===== config.mk =====
export PLATFORM = sky130hd
export DESIGN_NAME = rpa_ctrl
export DESIGN_NICKNAME = d
export VERILOG_FILES = /design/src/rtl/rpa_pkg.sv /design/src/rtl/rpa_ctrl.sv
export SDC_FILE = /design/constraint.sdc
export NUM_CORES = 1
export LEC_CHECK = 0
export BUFFER_PORTS_ARGS = -buffer_cell sky130_fd_sc_hd__buf_2
export CAP_MARGIN = 20
export CORE_AREA = 5 5 42 44
export CTS_CLUSTER_DIAMETER = 50
export CTS_CLUSTER_SIZE = 28
export DETAILED_ROUTE_END_ITERATION = 8
export DIE_AREA = 0 0 47 49
export GPL_TIMING_DRIVEN = 0
export PLACE_DENSITY = 0.33
export SETUP_SLACK_MARGIN = 0.1
export SLEW_MARGIN = 15
export SYNTH_ARGS = -nofsm -noshare
export SYNTH_HDL_FRONTEND = slang
export SYNTH_SLANG_ARGS = --single-unit

===== constraint.sdc =====
create_clock -name clk -period 3.3 [get_ports clk]
set_input_delay 0.495 -clock clk [delete_from_list [all_inputs] [get_ports clk]]
set_output_delay 0.495 -clock clk [all_outputs]
set_load 0.05 [all_outputs]

===== src/rtl/rpa_pkg.sv =====
// ----------------------------------------------------------------------------
// rpa_pkg - shared types and constants
// Field widths, operation and status codes, controller states and the
// command/status structs between controller and datapath.
// ----------------------------------------------------------------------------
package rpa_pkg;

    localparam int NUM_PAGES_DEF = 32768;
    localparam int PAGE_BITS_DEF = 12;

    localparam int OP_W        = 2;
    localparam int ADDR_W      = 32;
    localparam int AMOUNT_W    = 8;
    localparam int PAGE_ADDR_W = 27;
    localparam int STATUS_W    = 2;
    localparam int COUNT_W     = 8;
    localparam int FIRST_PAGE_W = 15;

    // APB side
    localparam int APB_DATA_W = 32;
    localparam int APB_ADDR_W = 3;
    localparam logic REG_FIRST_PAGE = 1'b0;

    typedef enum logic [OP_W-1:0] {
        OP_SEED   = 2'd0,
        OP_ALLOC  = 2'd1,
        OP_FREE   = 2'd2,
        OP_ADJUST = 2'd3
    } op_t;

    typedef enum logic [STATUS_W-1:0] {
        ST_OK       = 2'd0,
        ST_EMPTY    = 2'd1,
        ST_BAD_ADDR = 2'd2,
        ST_NONZERO  = 2'd3
    } status_t;

    typedef enum logic [1:0] {
        S_CLEAR,
        S_IDLE,
        S_APAGE,
        S_EXEC
    } state_t;

    typedef struct packed {
        logic accept;     // latch word, issue count/stack reads
        logic load_page;  // alloc: take popped page, re-read its count
        logic exec;       // update count, stack and result register
        logic clear;      // write one zero count during the clearing pass
    } dp_cmd_t;

    typedef struct packed {
        logic clear_last; // clearing pass at final entry
        logic pop_go;     // incoming word is an alloc with a non-empty stack
        logic out_busy;   // result register full and not being taken
    } dp_status_t;

endpackage


===== src/rtl/rpa_ctrl.sv =====
// ----------------------------------------------------------------------------
// rpa_ctrl - sequencing state machine
// Clearing pass after reset, then accept / page fetch / execute per word.
// ----------------------------------------------------------------------------
module rpa_ctrl
    import rpa_pkg::*;
(
    input  logic       clk,
    input  logic       rst_n,
    input  logic       in_valid,
    output logic       in_ready,
    input  dp_status_t status,
    output dp_cmd_t    cmd
);

    state_t state_reg;
    state_t state_next;

    always_ff @(posedge clk or negedge rst_n)
    begin
        if (!rst_n)
        begin
            state_reg <= S_CLEAR;
        end
        else
        begin
            state_reg <= state_next;
        end
    end

    always_comb
    begin
        state_next = state_reg;
        cmd        = '0;
        in_ready   = 1'b0;
        case (state_reg)
            S_CLEAR:
            begin
                cmd.clear = 1'b1;
                if (status.clear_last)
                begin
                    state_next = S_IDLE;
                end
            end
            S_IDLE:
            begin
                in_ready = 1'b1;
                if (in_valid)
                begin
                    cmd.accept = 1'b1;
                    state_next = status.pop_go ? S_APAGE : S_EXEC;
                end
            end
            S_APAGE:
            begin
                cmd.load_page = 1'b1;
                state_next    = S_EXEC;
            end
            S_EXEC:
            begin
                if (!status.out_busy)
                begin
                    cmd.exec   = 1'b1;
                    state_next = S_IDLE;
                end
            end
            default:
            begin
                state_next = S_CLEAR;
            end
        endcase
    end

endmodule


==> impl_metrics.yaml <==
worst_setup_path:
  cp.required_ps: 2800
  r2r-end: "state_reg[0]"
  crit_cells: 4
  r2r_start: "state_reg[1]"
  max_stage_delay_ps: 400
  cp-end-kind: "primary output"
  slowest_stage: "dfrtp_1"
  crit_fanout: 4
  crit_arrival_ps: 1280
  r2r_cells: 5
  path_cells: "inv_1 -> ha_1 -> and2_2 -> buf_2"
  crit_type: "reg -> out"
  cp-start-kind: "flop"
  critPathBufInv: 2
  crit_start: "state_reg[1]"
  endpoint: "cmd[3]"
  rrSetupSlack_ps: 1860
  crit_family: "flip-flops"
cts:
  cts_buffer_depth: 2
  cts_root_buf: "clkbuf_4"
  clk_latency_ps: 220
  cts_tree: "yes"
  cts.sink_count: 2
  post_cts_buffers: 0
  cts_resized: 0
  clkTransAtPathRegs_ps: 30
  postCtsHoldBufs: 0
  cts_buffers: 3
  htreeDepth: 1
detailed_routing:
  detail-route-antenna-nets: 0
  drt-wirelength-per-cell_um: 9.19
  drtIter0Drc: 1
  dr.pass1.iters: 2
  vias: 161
  route.detailed.drc: 0
  drt-total-wl_um: 432
  routed_via_density: 3.43
sta:
  skew_ps: 0.253
  worst_slew_pin_slew_ps: 251
  finalCritPeriodShare_pct: 53.6
  min_period_ps: 1770
  finalHoldViolCount: 0
  final.setup.tns_ps: 0
  max_freq_ghz: 0.565
  rsz0062_at_grt: "false"
  max_slew_margin_pct: 83.4
  slew_violations: 0
  setup_viol: 0
synth:
  yosys_warnings: 0
  async_flop_share_pct: 100
  synthTopCellsByCount: "inv_1, ha_1, dfrtp_1, mux2_2"
  synth_top_area_share_pct: 27.6
  synth_cells: 18
  yosys.area.top_type: "dfrtp_1"
  yosysSeqAreaShare_pct: 27.6
  avgSynthCellArea_um2: 10.1
  synthSimpleGateAreaFrac_pct: 9.66
  synthMuxAreaShare_pct: 12.4
  syn_area_um2: 181
  synth-edff-count: 0
  synth_cell_types: 9
  synth_compound_area_share_pct: 12.4
  yosys_most_used_dff: "dfrtp_1"
  synth.top_cells.by_area: "dfrtp_1, ha_1, mux2_2"
  synth_seq_cells: 2
  yosysMostFrequentCell: "inv_1"
  synth_nets: 28
  synth_top_family_by_area: "adder cells"
  synth_xor_area_share_pct: 0
  synthAdderAreaFrac_pct: 27.6
final_layout:
  multi_input_area_um2: 113
  seq_area_um2: 50.0
  fillers: 157
  fin_nets: 43
  largest_reg_flops: 2
  area_growth_pct: 51.0
  diodes: 0
  drive_above_1_share_pct: 54.8
die:
  core_mm2: 0.00140
  rows: 14
  initial_core_util_pct: 12.9
  ios: 11
  dieArea_mm2: 0.00230
  die_w_um: 47
  die_h_um: 49
global_routing:
  gr-usage-met3_pct: 1.85
  grt_pass1_vias: 188
  grt_max_degree: 5
  gr-total-overflow: 0
  met1_usage_pct: 4.40
  antenna_found_initial: 0
  grt_pass1_wl_um: 690
  use_met2_pct: 5.66
  grt_use_total_pct: 4.58
  grt-busiest-layer: "met4"
placement:
  hpwlAfterDp_um: 360
  gp_congestion: 0.701
  numPortBuffers: 10
run_status:
  status: "complete, no violations"
worst_hold_path:
  hp-class: "in -> async"
run:
  maxCapViolations: 0
-- metrics by stage --
step | hold WS (ps) | setup slack, ps | instances | util (%) | instance area, um2
after floorplan | 199 | 1460 | 18 | - | 181
after global placement | 279 | 1770 | 44 | 17.9 | 251
after detailed placement | 281 | 1760 | 44 | 17.9 | 251
after CTS | 36.1 | 1510 | 47 | 19.6 | 274
after global routing | 45.6 | 1460 | 47 | 19.6 | 274
final | 48.6 | 1530 | 47 | 19.6 | 274
-- cell families after synthesis --
family,count (synthesis)
buf+inv,5
mux,2
simple gates,3
compound gates,2
fa+ha+maj,4
flops,2
-- how the worst min path moves through the flow --
stage               slack, ps   from            to
floorplan                 200  rst_n  state_reg[0]
global placement          280  rst_n  state_reg[0]
detailed placement        280  rst_n  state_reg[0]
CTS                        40  rst_n  state_reg[1]
global route               50  rst_n  state_reg[1]
finish                     50  rst_n  state_reg[1]
-- cell type report --
type / count / share of cell area, %
Multi-Input combinational cell: 11 / 41.1
Sequential cell: 2 / 18.3
Clock buffer: 3 / 8.22
Timing Repair Buffer: 10 / 18.3
Inverter: 5 / 6.85
Tap cell: 16 / 7.31
-- layer usage --
layer  vias to the layer above  wire (um)  part of all wire, %
met5                         -          0                    0
met4                         0          0                    0
met3                         0         78                   18
met2                        10        179                   41
met1                        67        174                   40
li1                         84          -                    -
-- cells in the final DEF (no fill, tap or decap) --
master	netlist	routed
nor2b_1	1	1
o211ai_1	1	1
o221ai_2	1	1
nand2_1	1	1
and2_2	1	1
mux2_2	2	2
ha_1	4	4
clkbuf_4	0	3
dfrtp_1	2	2
buf_2	0	10
inv_1	5	5
Power is not shown: default switching activity piles up to over one toggle a cycle in this logic, so the estimate is an artifact.
